`config.mk`:
```
export PLATFORM = sky130hd
export DESIGN_NAME = relay_command_frame_handler_core
export DESIGN_NICKNAME = d
export VERILOG_FILES = /design/src/rtl/rcfh_pkg.sv /design/src/rtl/relay_command_frame_handler_core.sv /design/src/rtl/rcfh_frame_ram.sv /design/src/rtl/rcfh_collector.sv /design/src/rtl/rcfh_reply.sv
export VERILOG_INCLUDE_DIRS = /design/src /design/src/rtl
export SDC_FILE = /design/constraint.sdc
export NUM_CORES = 1
export LEC_CHECK = 0
export ABC_AREA = 1
export BUFFER_PORTS_ARGS = -buffer_cell sky130_fd_sc_hd__buf_2
export CAP_MARGIN = 20
export CELL_PAD_IN_SITES_DETAIL_PLACEMENT = 2
export CELL_PAD_IN_SITES_GLOBAL_PLACEMENT = 2
export CORE_MARGIN = 2
export CORE_UTILIZATION = 39
export DETAILED_ROUTE_END_ITERATION = 7
export PLACE_DENSITY = 0.81
export SETUP_SLACK_MARGIN = 0.02
export SKIP_LAST_GASP = 1
export SLEW_MARGIN = 10
export SYNTH_ARGS = -nofsm -noshare
export SYNTH_HDL_FRONTEND = slang
export SYNTH_SLANG_ARGS = --single-unit
```
`constraint.sdc`:
```
create_clock -name clk -period 1.9 [get_ports clk]
set_clock_uncertainty 0.05 [all_clocks]
set_input_delay 0 -clock clk [delete_from_list [all_inputs] [get_ports clk]]
set_output_delay 0 -clock clk [all_outputs]
set_load 0.02 [all_outputs]
```
`src/rtl/relay_command_frame_handler_core_assert.svh`:
```
// assertion macros shared by the relay command frame handler modules
`ifndef RELAY_COMMAND_FRAME_HANDLER_CORE_ASSERT_SVH
`define RELAY_COMMAND_FRAME_HANDLER_CORE_ASSERT_SVH
`ifndef NO_ASSERTIONS
// same-cycle implication, clocked on clk, off while arst_n is low
`define RCFH_ASSERT_NOW(lbl, ante, cons, msg) \
lbl: assert property (@(posedge clk) disable iff (!arst_n) (ante) |-> (cons)) \
	else $error(msg);
// next-cycle implication, clocked on clk, off while arst_n is low
`define RCFH_ASSERT_NEXT(lbl, ante, cons, msg) \
lbl: assert property (@(posedge clk) disable iff (!arst_n) (ante) |=> (cons)) \
	else $error(msg);
`else
`define RCFH_ASSERT_NOW(lbl, ante, cons, msg)
`define RCFH_ASSERT_NEXT(lbl, ante, cons, msg)
`endif
`endif

```
`src/rtl/rcfh_pkg.sv`:
```
// shared constants and types of the relay command frame handler
package rcfh_pkg;
	localparam int FRAME_BYTES = 8;
	localparam int CHANNELS    = 4;
	localparam int POS_W       = $clog2(FRAME_BYTES);
	localparam int ADDR_W      = POS_W + 1;

	localparam logic [POS_W-1:0] LAST_POS    = POS_W'(FRAME_BYTES - 1);
	localparam logic [POS_W-1:0] FIRST_POS   = POS_W'(0);
	localparam logic [POS_W-1:0] OPCODE_POS  = POS_W'(1);
	localparam logic [POS_W-1:0] PAYLOAD_POS = POS_W'(3);

	localparam logic [7:0] OP_FIND      = 8'h03;
	localparam logic [7:0] OP_WRITE     = 8'h01;
	localparam logic [7:0] FILL_BYTE    = 8'hFF;
	localparam logic [7:0] START_RESET  = 8'h0F;
	localparam logic [7:0] END_RESET    = 8'hF0;
	localparam logic [3:0] RELAY_MASK   = 4'((1 << CHANNELS) - 1);

	typedef enum logic [0:0] {
		REG_START_MARKER = 1'b0,
		REG_END_MARKER   = 1'b1
	} cfg_reg_t;

	// reply job handed from the collector to the reply sequencer
	typedef struct packed {
		logic       go;
		logic       bad;
		logic       bank;
		logic [3:0] relay;
	} job_t;

	// one queued reply word
	typedef struct packed {
		logic [7:0] data;
		logic       last;
		logic [3:0] relay;
	} out_word_t;
endpackage

```
`src/rtl/relay_command_frame_handler_core.sv`:
```
// reply path: the last byte of a frame starts a job in the reply sequencer; each word passes the
// registered read stage and the output queue before it is offered
// throughput: one reply word per cycle while out_stall is low; a bad-frame reply has 16 words
// (fill run, then echo); the final byte of a frame stalls until the previous reply has
// issued all its reads (one sequencer serves both the fill and the echo run)
// reset: byte position 0, relays off, markers 0x0f and 0xf0, queue empty, buffer not cleared
module relay_command_frame_handler_core (
	input  logic       clk,
	input  logic       arst_n,
	// receive side
	input  logic       in_valid,
	output logic       in_stall,
	input  logic [7:0] rx_byte,
	// reply side
	output logic       out_valid,
	input  logic       out_stall,
	output logic [7:0] tx_byte,
	output logic       reply_last,
	output logic [3:0] relay_bits,
	// register write port
	input  logic       cfg_we,
	input  logic [0:0] cfg_index,
	input  logic [7:0] cfg_data
);
	import rcfh_pkg::*;

	// marker registers
	logic [7:0]        start_q;
	logic [7:0]        end_q;

	// buffer write side, driven by the collector
	logic              wr_en;
	logic [ADDR_W-1:0] wr_addr;
	logic [7:0]        wr_data;

	// buffer read side, driven by the reply sequencer
	logic              rd_en;
	logic [ADDR_W-1:0] rd_addr;
	logic [7:0]        rd_data;

	// job handoff and interlock
	job_t              job;
	logic              busy;

	// register writes land directly, no handshake
	always_ff @(posedge clk or negedge arst_n) begin
		if (!arst_n) begin
			start_q <= START_RESET;
			end_q   <= END_RESET;
		end else if (cfg_we) begin
			case (cfg_reg_t'(cfg_index))
				REG_START_MARKER: start_q <= cfg_data;
				REG_END_MARKER:   end_q   <= cfg_data;
				default:          ;
			endcase
		end
	end

	// collector writes each byte into the filling bank and decides at the frame end;
	// banks alternate per frame so the next frame fills while the last one is echoed
	rcfh_collector u_collector (
		.clk          (clk),
		.arst_n       (arst_n),
		.in_valid     (in_valid),
		.in_stall     (in_stall),
		.rx_byte      (rx_byte),
		.start_marker (start_q),
		.end_marker   (end_q),
		.busy         (busy),
		.wr_en        (wr_en),
		.wr_addr      (wr_addr),
		.wr_data      (wr_data),
		.job          (job)
	);

	// two banks of one frame each, selected by the top address bit
	rcfh_frame_ram #(
		.ADDR_W (ADDR_W),
		.DATA_W (8)
	) u_frame_ram (
		.clk     (clk),
		.wr_en   (wr_en),
		.wr_addr (wr_addr),
		.wr_data (wr_data),
		.rd_en   (rd_en),
		.rd_addr (rd_addr),
		.rd_data (rd_data)
	);

	// reply sequencer: optional fill run of 0xff words, then the echo read out of the
	// finished bank; words wait in a two-entry queue, and a stalled sink that fills it stalls input
	rcfh_reply u_reply (
		.clk        (clk),
		.arst_n     (arst_n),
		.job        (job),
		.busy       (busy),
		.rd_en      (rd_en),
		.rd_addr    (rd_addr),
		.rd_data    (rd_data),
		.out_valid  (out_valid),
		.out_stall  (out_stall),
		.tx_byte    (tx_byte),
		.reply_last (reply_last),
		.relay_bits (relay_bits)
	);
endmodule

```
`src/rtl/rcfh_frame_ram.sv`:
```
// two-bank frame buffer, one write and one registered read port
module rcfh_frame_ram #(
	parameter int ADDR_W = 4,
	parameter int DATA_W = 8
) (
	input  logic              clk,
	input  logic              wr_en,
	input  logic [ADDR_W-1:0] wr_addr,
	input  logic [DATA_W-1:0] wr_data,
	input  logic              rd_en,
	input  logic [ADDR_W-1:0] rd_addr,
	output logic [DATA_W-1:0] rd_data
);
	logic [DATA_W-1:0] mem_q [2**ADDR_W];

	always_ff @(posedge clk) begin
		if (wr_en) begin
			mem_q[wr_addr] <= wr_data;
		end
	end

	always_ff @(posedge clk) begin
		if (rd_en) begin
			rd_data <= mem_q[rd_addr];
		end
	end
endmodule

```
`src/rtl/rcfh_collector.sv`:
```
// frame collector: byte position, bank select, marker check and relay levels
module rcfh_collector (
	input  logic                        clk,
	input  logic                        arst_n,
	input  logic                        in_valid,
	output logic                        in_stall,
	input  logic [7:0]                  rx_byte,
	input  logic [7:0]                  start_marker,
	input  logic [7:0]                  end_marker,
	input  logic                        busy,
	output logic                        wr_en,
	output logic [rcfh_pkg::ADDR_W-1:0] wr_addr,
	output logic [7:0]                  wr_data,
	output rcfh_pkg::job_t              job
);
	import rcfh_pkg::*;

	logic [POS_W-1:0] pos_q;
	logic             bank_q;
	logic [3:0]       relay_q;
	logic [7:0]       b0_q;
	logic [7:0]       b1_q;
	logic [7:0]       b3_q;
	logic             accept;
	logic             at_last;
	logic             bad;
	logic             is_find;
	logic             is_write;
	logic [7:0]       payload;
	logic [3:0]       relay_next;

	assign at_last  = (pos_q == LAST_POS);
	// frame end waits until the previous reply has issued all its reads
	assign in_stall = at_last && busy;
	assign accept   = in_valid && !in_stall;

	assign wr_en   = accept;
	assign wr_addr = {bank_q, pos_q};
	assign wr_data = rx_byte;

	assign payload    = (PAYLOAD_POS == LAST_POS) ? rx_byte : b3_q;
	assign bad        = (b0_q != start_marker) || (rx_byte != end_marker);
	assign is_find    = (b1_q == OP_FIND);
	assign is_write   = (b1_q == OP_WRITE);
	assign relay_next = (!bad && is_write) ? (payload[3:0] & RELAY_MASK) : relay_q;

	always_comb begin
		job.go    = accept && at_last && (bad || is_find || is_write);
		job.bad   = bad;
		job.bank  = bank_q;
		job.relay = relay_next;
	end

	always_ff @(posedge clk or negedge arst_n) begin
		if (!arst_n) begin
			pos_q   <= FIRST_POS;
			bank_q  <= 1'b0;
			relay_q <= 4'h0;
		end else if (accept) begin
			if (at_last) begin
				pos_q   <= FIRST_POS;
				bank_q  <= ~bank_q;
				relay_q <= relay_next;
			end else begin
				pos_q <= pos_q + POS_W'(1);
			end
		end
	end

	always_ff @(posedge clk) begin
		if (accept && pos_q == FIRST_POS) begin
			b0_q <= rx_byte;
		end
		if (accept && pos_q == OPCODE_POS) begin
			b1_q <= rx_byte;
		end
		if (accept && pos_q == PAYLOAD_POS) begin
			b3_q <= rx_byte;
		end
	end
endmodule

```
`src/rtl/rcfh_reply.sv`:
```
// reply sequencer: fill run, echo reads and two-word output queue
`include "relay_command_frame_handler_core_assert.svh"
module rcfh_reply (
	input  logic                        clk,
	input  logic                        arst_n,
	input  rcfh_pkg::job_t              job,
	output logic                        busy,
	output logic                        rd_en,
	output logic [rcfh_pkg::ADDR_W-1:0] rd_addr,
	input  logic [7:0]                  rd_data,
	output logic                        out_valid,
	input  logic                        out_stall,
	output logic [7:0]                  tx_byte,
	output logic                        reply_last,
	output logic [3:0]                  relay_bits
);
	import rcfh_pkg::*;

	logic             busy_q;
	logic             fill_q;
	logic [POS_W-1:0] idx_q;
	logic             bank_q;
	logic [3:0]       relay_q;
	logic             valid_s1;
	logic             fill_s1;
	logic             last_s1;
	logic [3:0]       relay_s1;
	out_word_t        fifo_q [2];
	logic             wr_ptr_q;
	logic             rd_ptr_q;
	logic [1:0]       cnt_q;
	logic             pop;
	logic             push;
	logic             issue;
	out_word_t        word_s1;
	out_word_t        head;

	assign pop  = (cnt_q != 2'd0) && !out_stall;
	assign push = valid_s1;
	// room for one more word counting the one in flight
	assign issue = busy_q &&
		(({1'b0, cnt_q} + {2'b00, valid_s1}) < (3'd2 + {2'b00, pop}));

	assign busy    = busy_q;
	assign rd_en   = issue && !fill_q;
	assign rd_addr = {bank_q, idx_q};

	always_comb begin
		word_s1.data  = fill_s1 ? FILL_BYTE : rd_data;
		word_s1.last  = last_s1;
		word_s1.relay = relay_s1;
	end

	assign head       = fifo_q[rd_ptr_q];
	assign out_valid  = (cnt_q != 2'd0);
	assign tx_byte    = head.data;
	assign reply_last = head.last;
	assign relay_bits = head.relay;

	always_ff @(posedge clk or negedge arst_n) begin
		if (!arst_n) begin
			busy_q   <= 1'b0;
			fill_q   <= 1'b0;
			idx_q    <= FIRST_POS;
			valid_s1 <= 1'b0;
			wr_ptr_q <= 1'b0;
			rd_ptr_q <= 1'b0;
			cnt_q    <= 2'd0;
		end else begin
			if (job.go) begin
				busy_q <= 1'b1;
				fill_q <= job.bad;
				idx_q  <= FIRST_POS;
			end else if (issue) begin
				if (idx_q == LAST_POS) begin
					idx_q <= FIRST_POS;
					if (fill_q) begin
						fill_q <= 1'b0;
					end else begin
						busy_q <= 1'b0;
					end
				end else begin
					idx_q <= idx_q + POS_W'(1);
				end
			end
			valid_s1 <= issue;
			if (push) begin
				wr_ptr_q <= ~wr_ptr_q;
			end
			if (pop) begin
				rd_ptr_q <= ~rd_ptr_q;
			end
			cnt_q <= cnt_q + {1'b0, push} - {1'b0, pop};
		end
	end

	always_ff @(posedge clk) begin
		if (job.go) begin
			bank_q  <= job.bank;
			relay_q <= job.relay;
		end
		fill_s1  <= fill_q;
		last_s1  <= !fill_q && (idx_q == LAST_POS);
		relay_s1 <= relay_q;
		if (push) begin
			fifo_q[wr_ptr_q] <= word_s1;
		end
	end

	`RCFH_ASSERT_NOW(a_go_when_idle, job.go, !busy_q, "reply job started while busy")
	`RCFH_ASSERT_NOW(a_no_overflow, push, (cnt_q != 2'd2) || pop, "output queue overflow")
	`RCFH_ASSERT_NEXT(a_echo_end, issue && !fill_q && idx_q == LAST_POS, !busy_q, "sequencer kept busy after last read")
	`RCFH_ASSERT_NOW(a_last_after_done, push && last_s1, !busy_q, "last word pushed while job still active")
endmodule
```
==> Word level (Yosys, flattened, before mapping) <==
Memory sizes are Yosys's and may differ from the RTL's. A register that Yosys moved wholly into a read port is not among the register bits.
Cells that the tools add are included.
{ "op_classes": {"reduce_logical": 28, "shift": 0, "n_lt_le_gt_ge": 1, "n_eq_ne": 9, "muxes": 17, "div": 0, "bitwise_logic": 4, "n_mul": 0, "add_sub_neg": 6} }
{ "op_table": {"columns": ["operator", "count"], "rows": [
  ["$ne A8 B8 Y1", 2],
  ["$logic_and A1 B1 Y1", 12],
  ["$mux W3", 4],
  ["$mux W1", 11],
  ["$eq A8 B1 Y1 const B", 1],
  ["$eq A8 B2 Y1 const B", 1],
  ["$mux W8", 1],
  ["$reduce_and A2 Y1", 4],
  ["$add A3 B1 Y3 const B", 2],
  ["$eq A3 B3 Y1 const B", 2],
  ["$reduce_bool A2 Y1", 3],
  ["$logic_not A1 Y1", 4],
  ["$mux W4", 1],
  ["$not A1 Y1", 4],
  ["$add A2 B1 Y3", 1],
  ["$add A2 B1 Y3 const A", 1],
  ["$eq A3 B1 Y1 const B", 1],
  ["$eq A3 B2 Y1 const B", 1],
  ["$logic_not A3 Y1", 1],
  ["$logic_or A1 B1 Y1", 3],
  ["$lt A3 B3 Y1", 1],
  ["$reduce_and A3 Y1", 1],
  ["$add A2 B1 Y2", 1],
  ["$ne A2 B2 Y1 const B", 1],
  ["$sub A2 B1 Y2", 1]
]} }
{ "word_totals": {"word_cells": 87, "memories": 2, "mem_bits_rw": 154, "in_bits": 22, "rom_bits": 0, "out_inout_bits": 15, "ff_bits": 65, "latchBits": 0} }
{ "memory_table": {"columns": ["name", "depth", "width", "rd", "rd_ports_with_merged_regs", "wr", "line", "text"], "rows": [
  ["u_frame_ram.mem_q", 16, 8, 1, 1, 1, "rcfh_frame_ram.sv:14", "logic [DATA_W-1:0] mem_q [2**ADDR_W];"],
  ["u_reply.fifo_q", 2, 13, 1, 0, 1, "rcfh_reply.sv:28", "out_word_t fifo_q [2];"]
]} }

==> Logic depth before layout (Yosys ltp) <==
{ "depth": {"word_depth": 8, "ltp_mapped": 10, "mapped_depth_nobuf": 10} }

==> By module <==
A second synthesis with hierarchy kept.
{ "unflattened": {"hier_cells": 955, "area_unflattened_um2": 9975.8} }
{ "by_module_without_submodules": {"columns": ["mod", "cells_per_inst", "instances", "area_each_um2", "seq_area_each_um2"], "rows": [
  ["rcfh_frame_ram", 553, 1, 5851.9, 4083.9],
  ["rcfh_reply", 149, 1, 1841.8, 1301.2],
  ["rcfh_collector", 183, 1, 1609.0, 800.8],
  ["relay_command_frame_handler_core", 70, 1, 673.1, 410.4]
]} }

==> Worst setup path after synthesis <==
Ideal clock, no wire load.
{ "synth_path": {"kind": "flip-flop to flip-flop", "from": "reg u_collector.pos_q[0]", "to": "mem u_frame_ram.mem_q[0][0] (enable)", "path_buffers": 0, "required_ns": 1.480, "setup_slack_ns": -0.089, "path_stages_with_launch": 8, "t_arrival_ns": 1.568, "synth_period_minus_slack_ns": 1.989, "setup_time_ns": 0.370, "path_cell_list": "dfrtp_1 > ha_1 > ha_1 > nand2_1 > nand2_1 > inv_2 > nand2_1 > nor2_1"} }
{ "synth_between": {"elab_chain_cells": 6} }
{ "synth_rtl": {"columns": ["item", "line", "text"], "rows": [
  ["start, declared", "rcfh_collector.sv:18", "logic [POS_W-1:0] pos_q;"],
  ["start signal, assigned", "rcfh_collector.sv:65", "pos_q <= pos_q + POS_W'(1);"],
  ["$eq A3 B3 Y1", "rcfh_collector.sv:32", "assign at_last = (pos_q == LAST_POS);"],
  ["$logic_and A1 B1 Y1", "rcfh_collector.sv:34", "assign in_stall = at_last && busy;"],
  ["$logic_not A1 Y1", "rcfh_collector.sv:35", "assign accept = in_valid && !in_stall;"],
  ["$logic_and A1 B1 Y1", "rcfh_collector.sv:35", null],
  ["$mux W1", "rcfh_frame_ram.sv:17", "if (wr_en) begin"],
  ["$mux W1 (not written as such)", "rcfh_frame_ram.sv:18", "mem_q[wr_addr] <= wr_data;"],
  ["end, declared", "rcfh_frame_ram.sv:14", null]
]} }
Parallel ways exist; a longest one is shown, timed or not.

==> Worst setup path after layout <==
{ "layout_path": {"from": "reg u_collector.pos_q[0]", "to": "mem u_frame_ram.mem_q[10][0] (enable)"} }
The elaborated chain is that of the path after synthesis.

==> results.sh <==
export IMPL_placed_area_mm2=0.01019
export IMPL_p_sw_frac=0.3564
export IMPL_ys_seq_area_frac=0.7098
export IMPL_synth_async_reset_ratio=0.1498
export IMPL_synth_top_family_by_area="simple AND/OR/NAND/NOR gates"
export IMPL_pwr_share_clk=0.276
export IMPL_root_buffer="clkbuf_16"
export IMPL_drc=0
export IMPL_finalSetupViolCount=7
export IMPL_ys_ff_latch=227
export IMPL_area_growth_syn_to_layout_pct=24.60
export IMPL_via_per_inst=5.331
export IMPL_n_fill_cell=2341
export IMPL_grt_start_max_net_pins=44
export IMPL_num_rows=56
export IMPL_cp_max_fo=8
export IMPL_port_buffers=36
export IMPL_ys_flop_type="edfxtp_1"
export IMPL_cts_reportedPaths_clkPinSlew_ns=0.07
export IMPL_fin_area_mm2=0.01158
export IMPL_power_leakage_nw=4.558
export IMPL_yosys_area_share_adder=0.01616
export IMPL_vdd_drop_max_mv=0.8403
export IMPL_critPathKind="flop to flop"
export IMPL_insertion_delay_ns=0.54
export IMPL_antenna_found_initial=0
export IMPL_die_w_um=158.4
export IMPL_tightest_slew_ns=0.9042
export IMPL_slew_headroom=0.3972
export IMPL_maxCapViolCount=0
export IMPL_synth_compound_area_frac=0.06692
export IMPL_clock_fmax_mhz=522.0
export IMPL_h_tree_depth=1
export IMPL_min_path_type="primary input to flop"
export IMPL_io_pins=37
export IMPL_netlist_instances=743
export IMPL_core_area_mm2=0.02340
export IMPL_cp_required_ns=2.08
export IMPL_nNetsFinal=905
export IMPL_cts_sinks=227
export IMPL_status="complete, but fails checks"
export IMPL_numCtsBuffers=26
export IMPL_synthXorXnorAreaFrac=0.005655
export IMPL_synth_edf_count=187
export IMPL_track_usage=0.2455
export IMPL_die_area_mm2=0.02508
export IMPL_synth_cell_types=41
export IMPL_cts_tree="yes"
export IMPL_fin_crit_sh=1.008
export IMPL_gp_congestion=0.8390
export IMPL_hold_ws_ns=0.03969
export IMPL_grt_pass1_vias=7216
export IMPL_worst_slack_ns=-0.01587
export IMPL_vias=6445
export IMPL_syn_avg_cell_area_um2=12.51
export IMPL_p_comb_frac=0.327
export IMPL_gr_total_overflow=0
export IMPL_finalWirelength_mm=30.82
export IMPL_violations="negative setup slack"
export IMPL_synth_area_mux_share=0.02154
export IMPL_seqPwrFrac=0.398
export IMPL_p_per_area_mw_per_mm2=1508
export IMPL_initial_core_util=0.3971
export IMPL_hold_viol_final=0
export IMPL_yosysWarnings=0
export IMPL_synth_simple_area_share=0.1359
export IMPL_drive_gt1_frac=0.2483
export IMPL_rsz0062_at_grt="yes"
export IMPL_clockBufferDepth=3
export IMPL_synth_net_count=777
export IMPL_firstDrtPassIters=5
export IMPL_grt_pass1_wl_mm=44.68
export IMPL_cp_start_kind="flop"
export IMPL_drv_slew=0
export IMPL_drtIter0Drc=514
export IMPL_hpwl_mm=19.00
export IMPL_min_period_ns=1.916
export IMPL_worst_ep_arrival_time_ns=2.10
export IMPL_detail_route_antenna_nets=0
export IMPL_power_switching_mw=6.226
export IMPL_end_kind="flop"
export IMPL_post_place_ws_ns=-0.2838
export IMPL_wire_per_inst_um=25.49
export IMPL_synth_cell_area_mm2=0.009293
export IMPL_die_h_um=158.4
export IMPL_diodes=0
export IMPL_p_int_mw=11.24
[synthesized netlist by cell type, types with 6 or more instances]
cell type  number  area, µm²
clkbuf_1       11      41.29
edfxtp_1      187       5615
ha_1           12      150.1
o211ai_1       10      75.07
dfstp_2         8      210.2
or2_2           8      50.05
dfrtp_1        26      650.6
nand3_1        18      90.09
nor2_1         99      371.6
dfxtp_1         6      120.1
inv_1          60      225.2
nand2_1       134      503.0
o21ai_0        62      310.3
o221ai_1       20      175.2
mux2i_1        20      200.2
[area by class of cell]
type / instances / area [µm²] / area share
Multi-Input combinational cell: 426 / 2520 / 0.2176
Clock inverter: 9 / 65.06 / 0.005619
Inverter: 64 / 252.7 / 0.02183
Timing Repair Buffer: 126 / 1007 / 0.08699
Sequential cell: 227 / 6598 / 0.5698
Clock buffer: 38 / 737.0 / 0.06365
Tap cell: 319 / 399.1 / 0.03447
[timing repair]
item                                    4_1_cts  5_1_grt
cloned                                        0        1
pin swaps                                    11       15
buffers inserted                              5        6
hold buffers                                 16        2
gates resized for setup                      38       42
endpoints found under the setup margin      171      106
endpoints found under the hold margin       130        5
[sequential cells by signal, summed over array words and instances, names as in the netlist]
signal,cells
u_collector.pos_q,3
u_reply.cnt_q,2
u_reply.relay_s1,4
u_reply.bank_q,1
u_reply.busy,1
u_reply.fill_s1,1
u_reply.fill_q,1
u_frame_ram.rd_data,8
u_reply.relay_q,4
u_frame_ram.mem_q,128
start_q,8
u_reply.rd_ptr_q,1
u_collector.bank_q,1
u_reply.wr_ptr_q,1
u_reply.fifo_q,26
end_q,8
u_collector.relay_q,4
u_reply.last_s1,1
u_collector.b1_q,8
u_reply.idx_q,3
u_collector.b3_q,4
u_collector.b0_q,8
u_reply.push,1
[stage by stage]
stage                     setup TNS (ns)  std cells    util  power [mW]
final                           -0.05865       1209  0.4948       17.47
after global routing              -1.217       1209  0.4948       18.24
after CTS                              0       1200  0.4840       17.18
after detailed placement          -32.78       1132  0.4356       12.04
after global placement            -2.478       1132  0.4356       11.46
after floorplan                   -11.32        743       -       9.828
[cell families (layout without fill, tap and decap cells)]
| kind of cell | count (synthesis) | in the layout |
|---|---|---|
| XOR/XNOR | 6 | 6 |
| buffers and inverters | 90 | 237 |
| AO/OA/AOI/OAI | 100 | 100 |
| flip-flops | 227 | 227 |
| adder cells (fa/ha/maj) | 12 | 12 |
| multiplexers | 20 | 20 |
| AND/OR/NAND/NOR | 288 | 288 |
[worst paths after layout]
| kind | from | to | slack [ns] | cells after the start |
|---|---|---|---|---|
| max | u_collector.pos_q[0]$_DFFE_PN0N_ | u_frame_ram.mem_q[10][0]$_DFFE_PP_ | -0.02 | 9 |
| min | cfg_we | end_q[5]$_DFFE_PN1P_ | 0.04 | 4 |
| max reg2reg | u_collector.pos_q[0]$_DFFE_PN0N_ | u_frame_ram.mem_q[10][0]$_DFFE_PP_ | -0.02 | 9 |
| min reg2reg | u_reply.relay_q[1]$_DFFE_PN_ | u_reply.relay_s1[1]$_DFF_P_ | 0.30 | 0 |
| max in group asynchronous | arst_n | u_reply.idx_q[0]$_DFFE_PN0P_ | 1.08 | 2 |
| min in group asynchronous | arst_n | end_q[1]$_DFFE_PN0P_ | 0.09 | 2 |
[worst max-delay path: stages (launching register included)]
cell and delay, ns:
dfrtp_1 0.44, ha_4 0.20, ha_4 0.17, nand2_4 0.07
nand2_4 0.07, inv_6 0.09, buf_8 0.14, nand2_8 0.08
nor2_2 0.13, buf_6 0.17
[layout by cell type, fill, tap and decap left out, drive strengths merged, types with 20 or more instances in the layout]
cell type / synthesis / routed
nor2: 105 / 105
inv: 63 / 63
clkbuf: 12 / 39
mux2i: 20 / 20
o221ai: 20 / 20
nand2: 139 / 139
edfxtp: 187 / 187
dfrtp: 26 / 26
nand3: 20 / 20
buf: 13 / 107
o21ai: 64 / 64
[routing by layer]
metal  global-route usage  wire length (µm)
met1               0.2839             12090
met2               0.4565             16390
met3              0.03674              1144
met4              0.09653              1192
met5                    0                 0
[power groups by stage]
| stage | logic [mW] | clock network (mW) | registers, mW |
|---|---|---|---|
| detailed placement | 5.06 | 0 | 6.98 |
| CTS | 5.40 | 4.87 | 6.91 |
| floorplan | 3.04 | 0 | 6.78 |
| finish | 5.71 | 4.81 | 6.94 |
| global route | 6.14 | 5.07 | 7.02 |
| global placement | 4.56 | 0 | 6.90 |
No activity file was read; power rests on OpenSTA's default activity.
